==> src/rtl/dhp_pkg.sv <==
// ----------------------------------------------------------------------------
// dhp_pkg
// Shared types, codes and lookup functions of the DDS header parser.
// ----------------------------------------------------------------------------
package dhp_pkg;

    localparam int QueueDepth = 4;

    localparam logic [31:0] FccMagic = 32'h2053_4444;  // "DDS "
    localparam logic [31:0] FccDx10  = 32'h3031_5844;  // "DX10"
    localparam logic [31:0] FccDxt1  = 32'h3154_5844;
    localparam logic [31:0] FccDxt2  = 32'h3254_5844;
    localparam logic [31:0] FccDxt3  = 32'h3354_5844;
    localparam logic [31:0] FccDxt4  = 32'h3454_5844;
    localparam logic [31:0] FccDxt5  = 32'h3554_5844;
    localparam logic [31:0] FccDxt7  = 32'h3754_5844;
    localparam logic [31:0] FccBc4u  = 32'h5534_4342;
    localparam logic [31:0] FccBc5u  = 32'h5535_4342;
    localparam logic [31:0] FlagFourcc = 32'h0000_0004;
    localparam logic [31:0] DimTex2d   = 32'd3;
    localparam logic [31:0] HeaderSize = 32'd124;
    localparam logic [31:0] FormatSize = 32'd32;

    typedef enum logic [3:0] {
        ST_OK        = 4'd0,
        ST_MAGIC     = 4'd1,
        ST_HDR_SIZE  = 4'd2,
        ST_PF_SIZE   = 4'd3,
        ST_NO_FOURCC = 4'd4,
        ST_NOT_2D    = 4'd5,
        ST_FORMAT    = 4'd6,
        ST_DIMS      = 4'd7,
        ST_TRUNC     = 4'd8
    } status_t;

    typedef enum logic [2:0] {
        CT_UNKNOWN = 3'd0,
        CT_BC1     = 3'd1,
        CT_BC2     = 3'd2,
        CT_BC3     = 3'd3,
        CT_BC4     = 3'd4,
        CT_BC5     = 3'd5,
        CT_BC7     = 3'd6
    } ctype_t;

    typedef enum logic [1:0] {
        PH_HEADER  = 2'd0,
        PH_EXT     = 2'd1,
        PH_PAYLOAD = 2'd2,
        PH_ERROR   = 2'd3
    } phase_t;

    typedef enum logic {
        BK_IDLE = 1'b0,
        BK_MIP  = 1'b1
    } back_state_t;

    // One work item handed from the front to the back.
    typedef struct packed {
        logic        is_desc;
        status_t     status;
        ctype_t      ctype;
        logic [31:0] width;
        logic [31:0] height;
        logic [31:0] mip_req;
        logic [7:0]  byte_val;
        logic        last;
    } q_entry_t;

    function automatic ctype_t map_fourcc(input logic [31:0] f);
        ctype_t c;
        c = CT_UNKNOWN;
        if (f == FccDxt1) c = CT_BC1;
        else if (f == FccDxt2 || f == FccDxt3) c = CT_BC2;
        else if (f == FccDxt4 || f == FccDxt5) c = CT_BC3;
        else if (f == FccBc4u) c = CT_BC4;
        else if (f == FccBc5u) c = CT_BC5;
        else if (f == FccDxt7) c = CT_BC7;
        return c;
    endfunction

    function automatic ctype_t map_dxgi(input logic [31:0] g);
        ctype_t c;
        case (g)
            32'd71:  c = CT_BC1;
            32'd74:  c = CT_BC2;
            32'd77:  c = CT_BC3;
            32'd80:  c = CT_BC4;
            32'd83:  c = CT_BC5;
            32'd98:  c = CT_BC7;
            default: c = CT_UNKNOWN;
        endcase
        return c;
    endfunction

endpackage

==> src/rtl/dhp_front.sv <==
// ----------------------------------------------------------------------------
// dhp_front
// Byte-level header parser: assembles words, runs all header checks and
// pushes one work item per result into the queue.
// ----------------------------------------------------------------------------
module dhp_front (
    input  logic               clk,
    input  logic               rst_n,
    input  logic               take,
    input  logic [7:0]         data_byte,
    input  logic               last_byte,
    output logic               push,
    output dhp_pkg::q_entry_t  push_data
);

    logic [7:0]       pos_reg, pos_next;
    logic [31:0]      word_reg, word_next;
    dhp_pkg::phase_t  phase_reg, phase_next;
    logic [31:0]      width_reg, height_reg, mipreq_reg, hsize_reg, fsize_reg;
    logic [31:0]      flags_reg, fourcc_reg, dxgi_reg, dim_reg;

    dhp_pkg::status_t err;
    dhp_pkg::ctype_t  ctype;
    logic             fin, done, to_ext;

    assign word_next = {data_byte, word_reg[31:8]};

    always_comb
    begin
        err      = dhp_pkg::ST_OK;
        ctype    = dhp_pkg::CT_UNKNOWN;
        fin      = 1'b0;
        done     = 1'b0;
        to_ext   = 1'b0;
        push     = 1'b0;
        pos_next = pos_reg + 8'd1;
        push_data = '0;
        push_data.last = last_byte;
        if (phase_reg == dhp_pkg::PH_PAYLOAD) begin
            push = take;
            push_data.byte_val = data_byte;
        end else if (phase_reg != dhp_pkg::PH_ERROR) begin
            if (pos_reg == 8'd3 && word_next != dhp_pkg::FccMagic)
                err = dhp_pkg::ST_MAGIC;
            else if (pos_reg == 8'd127) begin
                if (hsize_reg != dhp_pkg::HeaderSize)
                    err = dhp_pkg::ST_HDR_SIZE;
                else if (fsize_reg != dhp_pkg::FormatSize)
                    err = dhp_pkg::ST_PF_SIZE;
                else if ((flags_reg & dhp_pkg::FlagFourcc) == '0)
                    err = dhp_pkg::ST_NO_FOURCC;
                else if (fourcc_reg == dhp_pkg::FccDx10)
                    to_ext = 1'b1;
                else begin
                    fin   = 1'b1;
                    ctype = dhp_pkg::map_fourcc(fourcc_reg);
                end
            end else if (pos_reg == 8'd147) begin
                if (dim_reg != dhp_pkg::DimTex2d)
                    err = dhp_pkg::ST_NOT_2D;
                else begin
                    fin   = 1'b1;
                    ctype = dhp_pkg::map_dxgi(dxgi_reg);
                end
            end
            if (fin) begin
                if (ctype == dhp_pkg::CT_UNKNOWN)
                    err = dhp_pkg::ST_FORMAT;
                else if (width_reg[1:0] != 2'b00 || height_reg[1:0] != 2'b00)
                    err = dhp_pkg::ST_DIMS;
                else
                    done = 1'b1;
            end
            if (err == dhp_pkg::ST_OK && !done && last_byte)
                err = dhp_pkg::ST_TRUNC;
            push = take && (done || err != dhp_pkg::ST_OK);
            push_data.is_desc = 1'b1;
            push_data.status  = err;
            if (done) begin
                push_data.ctype   = ctype;
                push_data.width   = width_reg;
                push_data.height  = height_reg;
                push_data.mip_req = mipreq_reg;
            end
        end

        if (phase_reg == dhp_pkg::PH_PAYLOAD || phase_reg == dhp_pkg::PH_ERROR)
            phase_next = phase_reg;
        else if (err != dhp_pkg::ST_OK)
            phase_next = dhp_pkg::PH_ERROR;
        else if (done)
            phase_next = dhp_pkg::PH_PAYLOAD;
        else if (to_ext)
            phase_next = dhp_pkg::PH_EXT;
        else
            phase_next = phase_reg;
    end

    always_ff @(posedge clk or negedge rst_n)
    begin
        if (!rst_n) begin
            pos_reg   <= '0;
            word_reg  <= '0;
            phase_reg <= dhp_pkg::PH_HEADER;
        end else if (take) begin
            if (last_byte) begin
                pos_reg   <= '0;
                word_reg  <= '0;
                phase_reg <= dhp_pkg::PH_HEADER;
            end else begin
                phase_reg <= phase_next;
                if (phase_reg == dhp_pkg::PH_HEADER || phase_reg == dhp_pkg::PH_EXT) begin
                    pos_reg  <= pos_next;
                    word_reg <= word_next;
                end
            end
        end
    end

    // Header fields land when their last byte arrives.
    always_ff @(posedge clk)
    begin
        if (take && (phase_reg == dhp_pkg::PH_HEADER || phase_reg == dhp_pkg::PH_EXT)) begin
            case (pos_reg)
                8'd7:    hsize_reg  <= word_next;
                8'd15:   height_reg <= word_next;
                8'd19:   width_reg  <= word_next;
                8'd31:   mipreq_reg <= word_next;
                8'd79:   fsize_reg  <= word_next;
                8'd83:   flags_reg  <= word_next;
                8'd87:   fourcc_reg <= word_next;
                8'd131:  dxgi_reg   <= word_next;
                8'd135:  dim_reg    <= word_next;
                default: ;
            endcase
        end
    end

endmodule

==> src/rtl/dhp_queue.sv <==
// ----------------------------------------------------------------------------
// dhp_queue
// Small first-in first-out buffer of work items between front and back.
// ----------------------------------------------------------------------------
module dhp_queue #(
    parameter int DEPTH = dhp_pkg::QueueDepth
) (
    input  logic               clk,
    input  logic               rst_n,
    input  logic               push,
    input  dhp_pkg::q_entry_t  push_data,
    input  logic               pop,
    output dhp_pkg::q_entry_t  head,
    output logic               empty,
    output logic               full
);

    localparam int PtrW = (DEPTH > 1) ? $clog2(DEPTH) : 1;
    localparam int CntW = $clog2(DEPTH + 1);

    dhp_pkg::q_entry_t store [DEPTH];
    logic [PtrW-1:0]   wr_reg, rd_reg;
    logic [CntW-1:0]   cnt_reg;

    assign empty = (cnt_reg == '0);
    assign full  = (cnt_reg == CntW'(DEPTH));
    assign head  = store[rd_reg];

    function automatic logic [PtrW-1:0] bump(input logic [PtrW-1:0] p);
        return (p == PtrW'(DEPTH - 1)) ? '0 : p + 1'b1;
    endfunction

    always_ff @(posedge clk or negedge rst_n)
    begin
        if (!rst_n) begin
            wr_reg  <= '0;
            rd_reg  <= '0;
            cnt_reg <= '0;
        end else begin
            if (push) wr_reg <= bump(wr_reg);
            if (pop)  rd_reg <= bump(rd_reg);
            if (push && !pop)      cnt_reg <= cnt_reg + 1'b1;
            else if (pop && !push) cnt_reg <= cnt_reg - 1'b1;
        end
    end

    always_ff @(posedge clk)
    begin
        if (push) store[wr_reg] <= push_data;
    end

endmodule

==> src/rtl/dhp_back.sv <==
// ----------------------------------------------------------------------------
// dhp_back
// Executes queued items: counts mip levels one level per cycle, forms the
// row stride and drives the registered result port.
// ----------------------------------------------------------------------------
module dhp_back (
    input  logic               clk,
    input  logic               rst_n,
    input  dhp_pkg::q_entry_t  head,
    input  logic               empty,
    output logic               pop,
    output logic               out_valid,
    input  logic               out_ready,
    output logic               is_descriptor,
    output logic [3:0]         status,
    output logic [2:0]         color_type,
    output logic [31:0]        image_width_out,
    output logic [31:0]        image_height_out,
    output logic [31:0]        mip_levels,
    output logic [33:0]        row_stride,
    output logic [7:0]         payload_byte,
    output logic               last
);

    dhp_pkg::back_state_t state_reg, state_next;
    dhp_pkg::q_entry_t    job_reg;
    logic [31:0]          cw_reg, ch_reg, mips_reg;
    logic [5:0]           lvl_reg;
    logic                 ovalid_reg;
    dhp_pkg::q_entry_t    oent_reg;
    logic [31:0]          omips_reg;
    logic [33:0]          ostride_reg;

    logic                 slot_free, stop_req, stop_odd, both_zero, stopped;
    logic                 load, start;
    dhp_pkg::q_entry_t    src;
    logic [31:0]          src_mips;
    logic [29:0]          blocks;
    logic [33:0]          stride;

    assign slot_free = !ovalid_reg || out_ready;
    assign stop_req  = ({26'd0, lvl_reg} >= job_reg.mip_req);
    assign stop_odd  = ((cw_reg[1:0] | ch_reg[1:0]) != 2'b00);
    assign both_zero = (cw_reg == '0) && (ch_reg == '0);
    assign stopped   = stop_req || stop_odd || both_zero;

    always_comb
    begin
        state_next = state_reg;
        pop        = 1'b0;
        load       = 1'b0;
        start      = 1'b0;
        src        = head;
        src_mips   = 32'd1;
        unique case (state_reg)
            dhp_pkg::BK_IDLE:
            begin
                if (!empty && slot_free) begin
                    pop = 1'b1;
                    if (head.is_desc && head.status == dhp_pkg::ST_OK
                        && head.mip_req > 32'd1) begin
                        start      = 1'b1;
                        state_next = dhp_pkg::BK_MIP;
                    end else begin
                        load = 1'b1;
                    end
                end
            end
            dhp_pkg::BK_MIP:
            begin
                src = job_reg;
                if (stop_req || stop_odd)
                    src_mips = mips_reg;
                else
                    src_mips = job_reg.mip_req;
                if (stopped && slot_free) begin
                    load       = 1'b1;
                    state_next = dhp_pkg::BK_IDLE;
                end
            end
            default: state_next = dhp_pkg::BK_IDLE;
        endcase
    end

    // Width is a multiple of four here, so the block count is a plain shift.
    assign blocks = (src.width[31:2] == '0) ? 30'd1 : src.width[31:2];
    assign stride = (src.ctype == dhp_pkg::CT_BC1 || src.ctype == dhp_pkg::CT_BC4)
                    ? {1'b0, blocks, 3'b000} : {blocks, 4'b0000};

    always_ff @(posedge clk or negedge rst_n)
    begin
        if (!rst_n) begin
            state_reg  <= dhp_pkg::BK_IDLE;
            ovalid_reg <= 1'b0;
        end else begin
            state_reg <= state_next;
            if (load)           ovalid_reg <= 1'b1;
            else if (out_ready) ovalid_reg <= 1'b0;
        end
    end

    always_ff @(posedge clk)
    begin
        if (start) begin
            job_reg  <= head;
            cw_reg   <= head.width;
            ch_reg   <= head.height;
            mips_reg <= 32'd1;
            lvl_reg  <= '0;
        end else if (state_reg == dhp_pkg::BK_MIP && !stopped) begin
            cw_reg   <= cw_reg >> 1;
            ch_reg   <= ch_reg >> 1;
            mips_reg <= {26'd0, lvl_reg} + 32'd1;
            lvl_reg  <= lvl_reg + 6'd1;
        end
        if (load) begin
            oent_reg <= src;
            if (src.is_desc && src.status == dhp_pkg::ST_OK) begin
                omips_reg   <= src_mips;
                ostride_reg <= stride;
            end else begin
                omips_reg   <= '0;
                ostride_reg <= '0;
            end
        end
    end

    assign out_valid        = ovalid_reg;
    assign is_descriptor    = oent_reg.is_desc;
    assign status           = oent_reg.status;
    assign color_type       = oent_reg.ctype;
    assign image_width_out  = oent_reg.width;
    assign image_height_out = oent_reg.height;
    assign mip_levels       = omips_reg;
    assign row_stride       = ostride_reg;
    assign payload_byte     = oent_reg.byte_val;
    assign last             = oent_reg.last;

endmodule

==> src/rtl/dds_header_parser.sv <==
// ----------------------------------------------------------------------------
// dds_header_parser
// Parses a DDS texture file streamed one byte per transfer and emits one
// descriptor followed by the payload bytes, or a single error report.
// ----------------------------------------------------------------------------
//
// Channel   Handshake             Payload
// input     in_valid / in_ready   data_byte, last_byte
// output    out_valid / out_ready is_descriptor, status, color_type,
//                                 image_width_out, image_height_out,
//                                 mip_levels, row_stride, payload_byte, last
//
// The front accepts one byte per cycle whenever the work queue has room, so
// header and payload bytes stream at one transfer per cycle.
// A valid descriptor with a mip request above one occupies the back end
// while the mip count is found, one level per cycle; the
// queue absorbs up to QUEUE_DEPTH further results meanwhile, and in_ready
// drops once it is full.
// Reset is asynchronous and active low; the parser then waits for byte zero.
// A stall on the output fills the queue and then drops in_ready.
//
module dds_header_parser #(
    parameter int QUEUE_DEPTH = dhp_pkg::QueueDepth
) (
    input  logic        clk,
    input  logic        rst_n,
    input  logic        in_valid,
    output logic        in_ready,
    input  logic [7:0]  data_byte,
    input  logic        last_byte,
    output logic        out_valid,
    input  logic        out_ready,
    output logic        is_descriptor,
    output logic [3:0]  status,
    output logic [2:0]  color_type,
    output logic [31:0] image_width_out,
    output logic [31:0] image_height_out,
    output logic [31:0] mip_levels,
    output logic [33:0] row_stride,
    output logic [7:0]  payload_byte,
    output logic        last
);

    logic              take, push, pop, q_empty, q_full;
    dhp_pkg::q_entry_t push_data, head;

    // A byte is taken only when the queue can hold whatever it produces.
    assign in_ready = !q_full;
    assign take     = in_valid && in_ready;

    dhp_front u_front (
        .clk       (clk),
        .rst_n     (rst_n),
        .take      (take),
        .data_byte (data_byte),
        .last_byte (last_byte),
        .push      (push),
        .push_data (push_data)
    );

    dhp_queue #(
        .DEPTH (QUEUE_DEPTH)
    ) u_queue (
        .clk       (clk),
        .rst_n     (rst_n),
        .push      (push),
        .push_data (push_data),
        .pop       (pop),
        .head      (head),
        .empty     (q_empty),
        .full      (q_full)
    );

    dhp_back u_back (
        .clk              (clk),
        .rst_n            (rst_n),
        .head             (head),
        .empty            (q_empty),
        .pop              (pop),
        .out_valid        (out_valid),
        .out_ready        (out_ready),
        .is_descriptor    (is_descriptor),
        .status           (status),
        .color_type       (color_type),
        .image_width_out  (image_width_out),
        .image_height_out (image_height_out),
        .mip_levels       (mip_levels),
        .row_stride       (row_stride),
        .payload_byte     (payload_byte),
        .last             (last)
    );

endmodule

==> config.mk <==
export PLATFORM = sky130hd
export DESIGN_NAME = dds_header_parser
export DESIGN_NICKNAME = d
export VERILOG_FILES = /design/src/rtl/dhp_pkg.sv /design/src/rtl/dhp_front.sv /design/src/rtl/dhp_queue.sv /design/src/rtl/dhp_back.sv /design/src/rtl/dds_header_parser.sv
export SDC_FILE = /design/constraint.sdc
export NUM_CORES = 1
export LEC_CHECK = 0
export ABC_AREA = 1
export BUFFER_PORTS_ARGS = -buffer_cell sky130_fd_sc_hd__buf_2
export CELL_PAD_IN_SITES_DETAIL_PLACEMENT = 1
export CELL_PAD_IN_SITES_GLOBAL_PLACEMENT = 1
export CORE_MARGIN = 10
export CORE_UTILIZATION = 35
export CTS_BUF_LIST = sky130_fd_sc_hd__clkbuf_4
export DETAILED_ROUTE_END_ITERATION = 8
export GPL_ROUTABILITY_DRIVEN = 0
export PLACE_DENSITY_LB_ADDON = 0.2
export SLEW_MARGIN = 5
export SYNTH_ARGS = -nofsm -noshare
export SYNTH_HDL_FRONTEND = slang
export SYNTH_SLANG_ARGS = --single-unit
==> constraint.sdc <==
create_clock -name clk -period 7.4 [get_ports clk]
set_input_delay 0.37 -clock clk [delete_from_list [all_inputs] [get_ports clk]]
set_output_delay 0.37 -clock clk [all_outputs]
set_load 0.02 [all_outputs]
Word level (Yosys, flattened, before mapping)
Memories as Yosys holds them, arrays and structs flattened.
Cells that the tools add are included.
{ "totals": {"regBits": 672, "latch_bits": 0, "mem_bits_rw": 452, "romBits": 0, "in_bits": 13, "out_inout_bits": 149, "mem_count": 1} }
{ "op_classes": {"add_sub_neg": 7, "multipliers": 0, "div_mod_pow": 0, "order_cmp": 2, "eq_ne": 41, "n_shift": 0, "n_mux": 102, "bitwise_logic": 3, "reduce_logical": 66} }
{ "mem_list": {"columns": ["memory", "words", "width", "rd", "rd_ports_with_merged_regs", "wr", "line_no", "source"], "rows": [
  ["u_queue.store", 4, 113, 1, 0, 1, "dhp_queue.sv:21", "dhp_pkg::q_entry_t store [DEPTH];"]
]} }
{ "op_table": {"columns": ["op", "count"], "rows": [
  ["$eq A32 B30 Y1 const B", 7],
  ["$mux W32", 7],
  ["$mux W104", 2],
  ["$eq A32 B7 Y1 const B", 6],
  ["$mux W113", 1],
  ["$mux W99", 1],
  ["$logic_not A32 Y1", 3],
  ["$eq A32 B31 Y1 const B", 2],
  ["$mux W3", 20],
  ["$mux W4", 15],
  ["$mux W1", 41],
  ["$mux W33", 1],
  ["$eq A8 B7 Y1 const B", 4],
  ["$ge A6 B32 Y1", 1],
  ["$gt A32 B1 Y1 const B", 1],
  ["$ne A32 B2 Y1 const B", 1],
  ["$ne A32 B30 Y1 const B", 1],
  ["$ne A32 B6 Y1 const B", 1],
  ["$ne A32 B7 Y1 const B", 1],
  ["$logic_not A30 Y1", 1],
  ["$mux W30", 1],
  ["$eq A8 B8 Y1 const B", 3],
  ["$mux W8", 3],
  ["$reduce_and A2 Y1", 12],
  ["other kinds (30)", 85]
]} }

Depth between registers and ports, before layout
Gate-level depths: netlist of the first run.
{ "logic_depth": {"word_depth": 35, "ltp_mapped": 25, "ltp_nobuf": 25} }

Modules after synthesis
From an unflattened synthesis of the first run, not the netlist that was laid out.
{ "hier_totals": {"hier_cells": 3492, "area_unflattened_um2": 44034.7} }
{ "by_module_without_submodules": {"columns": ["module", "instances", "cells_each", "area_per_inst_um2", "seq_area_each_um2"], "rows": [
  ["dhp_queue", 1, 1371, 18929.4, 13748.2],
  ["dhp_back", 1, 1116, 13379.1, 9849.4],
  ["dhp_front", 1, 1002, 11712.5, 8568.2],
  ["dds_header_parser", 1, 3, 13.8, 0.0]
]} }

Least setup slack after synthesis of the first run
OpenSTA, ideal clock, no wires.
{ "synth_path": {"path_kind": "register to register", "start": "register u_front.pos_reg[0]", "end": "memory u_queue.store[0][0] (netlist name), enable pin", "setup_time_ns": 0.586, "t_arrival_ns": 6.741, "slack_ns": 0.073, "path_stages_with_launch": 19, "n_path_buf": 0, "period_less_slack_ns": 7.327, "cell_sequence": "dfrtp_1 ha_1 nand2_1 nor2_1 nand2_1 inv_1 nor2_1 nand2_1 nor2_1 nor2_1 nand3_1 nand3_1 nand2_1 nand2_1 nor2_2 a21oi_4 nand3_1 nand2_2 nor2_1"} }
{ "synth_via": {"elab_chain_cells": 24} }
{ "synth_lines": {"columns": ["item", "line_no", "source"], "rows": [
  ["start: declaration", "dhp_front.sv:16", "logic [7:0] pos_reg, pos_next;"],
  ["start signal: assignment", "dhp_front.sv:113", "pos_reg <= pos_next;"],
  ["$eq A8 B8 Y1", "dhp_front.sv:58", "end else if (pos_reg == 8'd147) begin"],
  ["$mux W3", "dhp_front.sv:58", null],
  ["$mux W3", "dhp_front.sv:45", "else if (pos_reg == 8'd127) begin"],
  ["$mux W3", "dhp_front.sv:43", "if (pos_reg == 8'd3 && word_next != dhp_pkg::FccMagic)"],
  ["$mux W3", "dhp_front.sv:42", "end else if (phase_reg != dhp_pkg::PH_ERROR) begin"],
  ["$mux W3", "dhp_front.sv:39", "if (phase_reg == dhp_pkg::PH_PAYLOAD) begin"],
  ["$logic_not A3 Y1", "dhp_front.sv:67", "if (ctype == dhp_pkg::CT_UNKNOWN)"],
  ["$mux W4 or $mux W1 (tied branches)", "dhp_front.sv:67", null],
  ["(+8 left out)", null, null],
  ["$mux W4", "dhp_front.sv:39", null],
  ["$reduce_bool A4 Y1", "dhp_front.sv:76", "push = take && (done || err != dhp_pkg::ST_OK);"],
  ["$logic_or A1 B1 Y1 *", "dhp_front.sv:76", null],
  ["$logic_and A1 B1 Y1 *", "dhp_front.sv:76", null],
  ["$mux W1 *", "dhp_front.sv:42", null],
  ["$mux W1 *", "dhp_front.sv:39", null],
  ["$mux W1 *", "dhp_queue.sv:49", "if (push) store[wr_reg] <= push_data;"],
  ["$mux W1 (implied by the code) *", "dhp_queue.sv:49", null],
  ["end: declaration", "dhp_queue.sv:21", null]
]} }
Every way passes the cells marked *; elsewhere a longest branch is shown, timed or not. The select of a mux whose other input is x is not followed.

==> metrics.csv, run 1 <==
metric;value;unit
Die ar.;136000;sq um
Final #Nets;3871;
FP Rows;128;
final hold vios;0;
Vias/cell;4.82;
internal reg-to-reg setup slack;2300;ps
die width;369;um
Setup crit end kind;flop;
Yosys reg bits;1081;
CP max stage cell;clkinv_2;
crit path DAT;5860;ps
clk buf depth;4;
global-route wire length before repair;177000;um
Synth top area share;72.4;%
CP Cell Sequence;clkinv_2 > o21ai_0 > o22ai_1 > nor4_1 > nand4_1 > o211ai_2 > nand2_1 > nand2_4 > buf_12;
chip height;369;um
worst flop-to-flop path startpoint;u_queue.rd_reg[1];
worst slew pin tran;1050;ps
Synth area leaders;edfxtp_1 (72%), nand2_1 (5.9%), nor2_1 (4.6%);
CP Launch Point;u_queue.rd_reg[1];
grt met1 use;23.1;%
met3 usage;4.32;%
crit path to;u_back.payload_byte[7];
largest net degree at the start of global routing;163;
setup TNS;0;ps
Netlist cell types;49;
fraction of layout instances using a drive strength above 1;18.5;%
antenna violations before repair;6;
ratio of final minimum period to clock period;68.9;%
Synth area leader;edfxtp_1;
WS Path Type;reg2reg;
max reg flops;452;
yosys warns;0;
I/O Buffers;158;
worst-path fanout max;108;
fin. max-slew vios;0;
Max-slew headroom;30.0;%
Num Clock Sinks;1081;
DRC Markers;0;
fill count;13100;
Hold Slack;166;ps
Num CTS Buffers;308;
Max-cap violations;0;
CP Launch Type;flop;
pwr dens;386;nW/um^2
Async SR Flop Fraction;3.98;%
clock skew;125;ps
Syn-to-layout area delta;15.3;%
post-cts resize count;0;
RSZ-0062 raised after global routing;false;
area of the multi-input gates;8660;sq um
DP HPWL;73400;um
H-tree Lvls;5;
Post-synth EDFFs;1030;
initial DRC count;1922;
Pleak;18.6;nW
fin crit period;5100;ps
GR Overflow Total;0;
Starting Density;35.1;%
total track usage;17.1;%
Peak supply drop;0.318;mV
Mapped Area;42700;sq um
met2 Resource Use GR;26.8;%
CTS tree;done;
Vias;27400;
post-synthesis sequential area ratio;75.3;%
Post-Syn Instances;3440;
GR peak layer;met2;
clock-pin slew on the worst setup and hold paths;70;ps
Root Buffer;clkbuf_4;
Clock Latency Late Sink;1220;ps
R2R depth;9;
Tightest Hold Check Type;in2reg;
syn avg cell area;12.4;sq um
I/O pins;162;
Finish-stage setup viols;0;
detailed-route wire length;118000;um
Main synth FF type;edfxtp_1;
CP max stage delay;910;ps
Routed Antenna Nets;0;
core area;122000;sq um
CP required;8160;ps
register area;32200;sq um
FMAX;196;MHz
Pre-Repair DR Iteration Count;5;
Avg WL per Cell;20.8;um
vias in the first global route;28600;
reg2reg end;u_back.payload_byte[7];
run status;completed;
-- how the worst min path moves through the flow --
stage | start | end | cells after the start
CTS | data_byte[7] | u_front.fsize_reg[31] | 2
global placement | u_back.mips_reg[0] | u_back.mips_reg[0] | 2
global route | data_byte[7] | u_front.fourcc_reg[31] | 2
detailed placement | u_back.mips_reg[0] | u_back.mips_reg[0] | 2
finish | data_byte[7] | u_front.dxgi_reg[31] | 2
floorplan | rst_n | u_back.out_valid | 0
-- what timing repair did --
| action | 4_1_cts | 5_1_grt |
|---|---|---|
| hold buffers | 18 | 0 |
| buffers inserted | 0 | 0 |
| hold endpoints to repair | 164 | 0 |
-- cells in the final DEF, fill, tap and decap left out, types with 24 or more instances in the layout --
| cell type | instances |
|---|---|
| dfrtp_1 | 40 |
| o22ai_1 | 130 |
| nand4_1 | 46 |
| buf_4 | 26 |
| inv_1 | 323 |
| clkinv_1 | 40 |
| a21oi_1 | 24 |
| nand3_1 | 120 |
| nor3_1 | 27 |
| o21ai_1 | 28 |
| edfxtp_1 | 1030 |
| clkbuf_4 | 477 |
| nor4_1 | 29 |
| o21ai_0 | 197 |
| nand2_1 | 675 |
| buf_2 | 158 |
| nor2_1 | 518 |
-- synthesized netlist by cell type (all sizes together) (2+ instances only) --
master	n
edfxtp	1030
nand2	682
nor2	540
inv	339
o21ai	239
o22ai	130
nand3	121
buf	71
clkbuf	62
nand4	46
dfrtp	43
nor4	33
nor3	29
a21oi	25
ha	14
dfxtp	8
nand3b	3
o21a	3
xnor2	3
and3	2
mux2	2
o211ai	2
o31ai	2
-- critical path, delay by kind of cell, from the launching register on --
| family | cells | cell delay [ps] |
|---|---|---|
| flops | 1 | 800 |
| buf+inv | 2 | 1360 |
| simple gates | 4 | 1450 |
| compound gates | 3 | 830 |
-- where the power goes --
group	switching [W]	total [W]	internal, W
Sequential	0.000539	0.00871	0.00817
Clock	0.00248	0.00542	0.00294
Combinational	0.00374	0.00490	0.00116
-- area by class of cell --
type	count	share of cell area [%]
flip-flops and latches	1081	65.3
multi-input cells	1904	17.6
clock buffers	477	7.27
well taps	1625	4.13
repair buffers	208	2.61
inverters	340	2.61
clock inverters	48	0.432
diodes	6	0.0305
-- through the flow --
stage / cells / util, % / setup slack, ps / power, W / cell area (sq um)
CTS: 5683 / 40.5 / 2260 / 0.0194 / 49200
detailed placement: 5140 / 37.2 / 2320 / 0.0138 / 45300
floorplan: 3458 / - / 72.8 / 0.0119 / 42800
global placement: 5140 / 37.2 / 2360 / 0.0138 / 45300
global route: 5685 / 40.5 / 2040 / 0.0202 / 49200
finish: 5689 / 40.5 / 2300 / 0.0190 / 49200
-- layer usage --
| metal | part of all wire, % | vias up |
|---|---|---|
| met5 | 0 | - |
| met4 | 2.6 | 0 |
| met3 | 5.7 | 198 |
| met2 | 46 | 743 |
| met1 | 46 | 13500 |
| li1 | - | 12900 |
-- cell families (layout without fill, tap and decap cells) --
logic type | count (synthesis) | count (layout) | share of synthesized area [%]
AND/OR/NAND/NOR | 1459 | 1459 | 14.0
buffers and inverters | 473 | 1073 | 4.73
XOR/XNOR | 3 | 3 | 0.0615
AO/OA/AOI/OAI | 406 | 406 | 5.40
adder cells (fa/ha/maj) | 15 | 15 | 0.457
other | 1 | 25 | 0.00878
flip-flops | 1081 | 1081 | 75.3
multiplexers | 2 | 2 | 0.0527
No activity file was read; power rests on OpenSTA's default activity.
==> inputs of run 2 (changes only) <==
Settings changed: ABC_AREA 1 to 0.
Clock period 7.4 ns to 4.3 ns, I/O delays scaled along.
==> run 2 against run 1 <==
Net effect: sequential power grew 72%; synthesized cell count down 38%; critical path depth is 2 lower; routed wire length down 14%; clock skew fell by 22 ps; global-route usage fell by 1.6 points; register-to-register slack got worse by 1900 ps; design area shrank 2.6%; clock power grew 64%; sequential cell count stayed put; critical path type unchanged.
==> metrics.csv, run 2 <==
metric;value;unit
Vias;21400;
Die ar.;131000;sq um
Tightest Hold Check Type;in2reg;
RSZ-0062 raised after global routing;false;
total track usage;15.5;%
Yosys reg bits;1081;
sw frac;31.9;%
logic gate share of total power;26.5;%
sw power;0.0104;W
Clock Latency Late Sink;1150;ps
Final #Nets;2664;
clock-pin slew on the worst setup and hold paths;70;ps
fin. max-slew vios;0;
top cells by count, synth;edfxtp_1 (1030), nand2_1 (176), and2_1 (130), mux4_2 (113), mux2_2 (94);
Netlist cell types;71;
worst-path fanout max;42;
DRC Markers;0;
I/O Buffers;158;
fin crit period;3930;ps
CTS tree;done;
Routed Antenna Nets;0;
FP Rows;125;
global-route wire length before repair;151000;um
FMAX;254;MHz
Mapped Area;40800;sq um
Root Buffer;clkbuf_4;
I/O pins;162;
post-synthesis sequential area ratio;78.8;%
Syn-to-layout area delta;17.5;%
clk buf depth;4;
Avg WL per Cell;23.5;um
ratio of final minimum period to clock period;91.4;%
setup TNS;0;ps
worst slew pin tran;1210;ps
Clock Power Share;27.3;%
Setup crit end kind;flop;
Power Internal;0.0222;W
die width;361;um
crit path DAT;4630;ps
Reg power frac;46.2;%
WS Path Type;reg2reg;
Max-cap violations;0;
chip height;361;um
H-tree Lvls;5;
CP required;5000;ps
Async SR Flop Fraction;3.98;%
Final Non-Filler Cells;4357;
yosys warns;0;
Post-Syn Instances;2131;
most frequent cells in the layout;edfxtp_1 (1030), clkbuf_4 (433), nand2_1 (176);
initial DRC count;1574;
Starting Density;35.2;%
Num Clock Sinks;1081;
GR Overflow Total;0;
Post-synth EDFFs;1030;
fill count;11400;
syn avg cell area;19.1;sq um
Peak supply drop;0.380;mV
Pleak;16.6;nW
largest net degree at the start of global routing;96;
setup slack after placement;293;ps
setup repair bufs after CTS;0;
detailed-route wire length;102000;um
final hold vios;0;
antenna violations before repair;13;
clock skew;103;ps
commonest non-fill, non-tap cell in the layout;edfxtp_1;
Max-slew headroom;18.8;%
Main synth FF type;edfxtp_1;
DP HPWL;63900;um
most frequent cell after synthesis;edfxtp_1;
core area;116000;sq um
Num CTS Buffers;301;
Synth area leaders;edfxtp_1 (76%), mux4_2 (6.2%), dfrtp_1 (2.6%);
Pre-Repair DR Iteration Count;5;
Synth top area share;75.8;%
max reg flops;452;
vias in the first global route;23600;
placed instance count;3842;
run status;completed;
fraction of layout instances using a drive strength above 1;33.5;%
Vias/cell;4.92;
pwr dens;679;nW/um^2
Synth area leader;edfxtp_1;
CP Launch Type;flop;
final setup margin;371;ps
Finish-stage setup viols;0;
-- run 2: cell families (layout without fill, tap and decap cells) --
kind of cell    Yosys count  in the layout  share of synthesized area (%)
xor+xnor                 14             14                          0.301
mux                     245            245                           9.76
other cells               1             21                        0.00919
buf+inv                 106            788                           1.33
compound gates           85             85                           1.55
simple gates            584            584                           7.74
fa+ha+maj                15             15                          0.478
flops                  1081           1081                           78.8
-- run 2: repair_timing --
action	CTS	global route
gates resized for setup	0	0
hold buffers	15	0
endpoints found under the hold margin	251	0
-- run 2: final timing paths --
kind                       slack (ps)                 end               start  depth (start not counted)
max in group asynchronous        3470   u_queue.rd_reg[0]               rst_n                          4
min in group asynchronous         300  u_front.pos_reg[0]               rst_n                          4
min                               150  u_front.pos_reg[2]            in_valid                          4
min reg2reg                       490  u_back.mips_reg[6]  u_back.mips_reg[6]                          2
max reg2reg                       370  u_back.job_reg[35]   u_queue.rd_reg[0]                          7
max                               370  u_back.job_reg[35]   u_queue.rd_reg[0]                          7
-- run 2: worst max-delay path: stages (launching register included) --
cell	delay [ps]
dfrtp_4	730
buf_12	390
mux4_2	590
nor4_1	550
o211ai_1	240
nand2b_2	290
inv_4	120
buf_4	570
-- run 2: metal layers --
metal,up-vias,routed length (um),GRT usage [%]
met3,140,6360,4.17
met2,638,50200,25.7
met1,11100,43600,19.5
met4,0,2190,5.56
li1,9600,-,-
met5,-,0,0
-- run 2: layout make-up --
type / count / area (sq um) / area share (%)
clock buffer: 433 / 3250 / 6.78
antenna: 2 / 5.00 / 0.0104
multi-input combinational: 962 / 8300 / 17.3
inverter: 27 / 104 / 0.217
tap: 1524 / 1910 / 3.98
sequential: 1081 / 32200 / 67.1
clock inverter: 65 / 370 / 0.772
timing repair buffer: 263 / 1830 / 3.82
-- run 2: power by group through the flow --
stage               Combinational [W]  Sequential [W]  Clock [W]
floorplan                     0.00401          0.0155          0
global placement              0.00876          0.0152          0
detailed placement            0.00885          0.0153          0
CTS                           0.00891          0.0151    0.00925
global route                  0.00942          0.0152    0.00984
finish                        0.00864          0.0150    0.00888
-- run 2: through the flow --
| stage | util (%) | cell area, sq um | power, W | hold slack [ps] |
|---|---|---|---|---|
| 5_1_grt | 41.4 | 47900 | 0.0345 | 92.0 |
| 6_report | 41.4 | 47900 | 0.0325 | 149 |
| 2_1_floorplan | - | 40900 | 0.0195 | -80.6 |
| 4_1_cts | 41.4 | 47900 | 0.0332 | 8.28 |
| 3_3_place_gp | 38.1 | 44200 | 0.0239 | 406 |
| 3_5_place_dp | 38.1 | 44200 | 0.0241 | 396 |
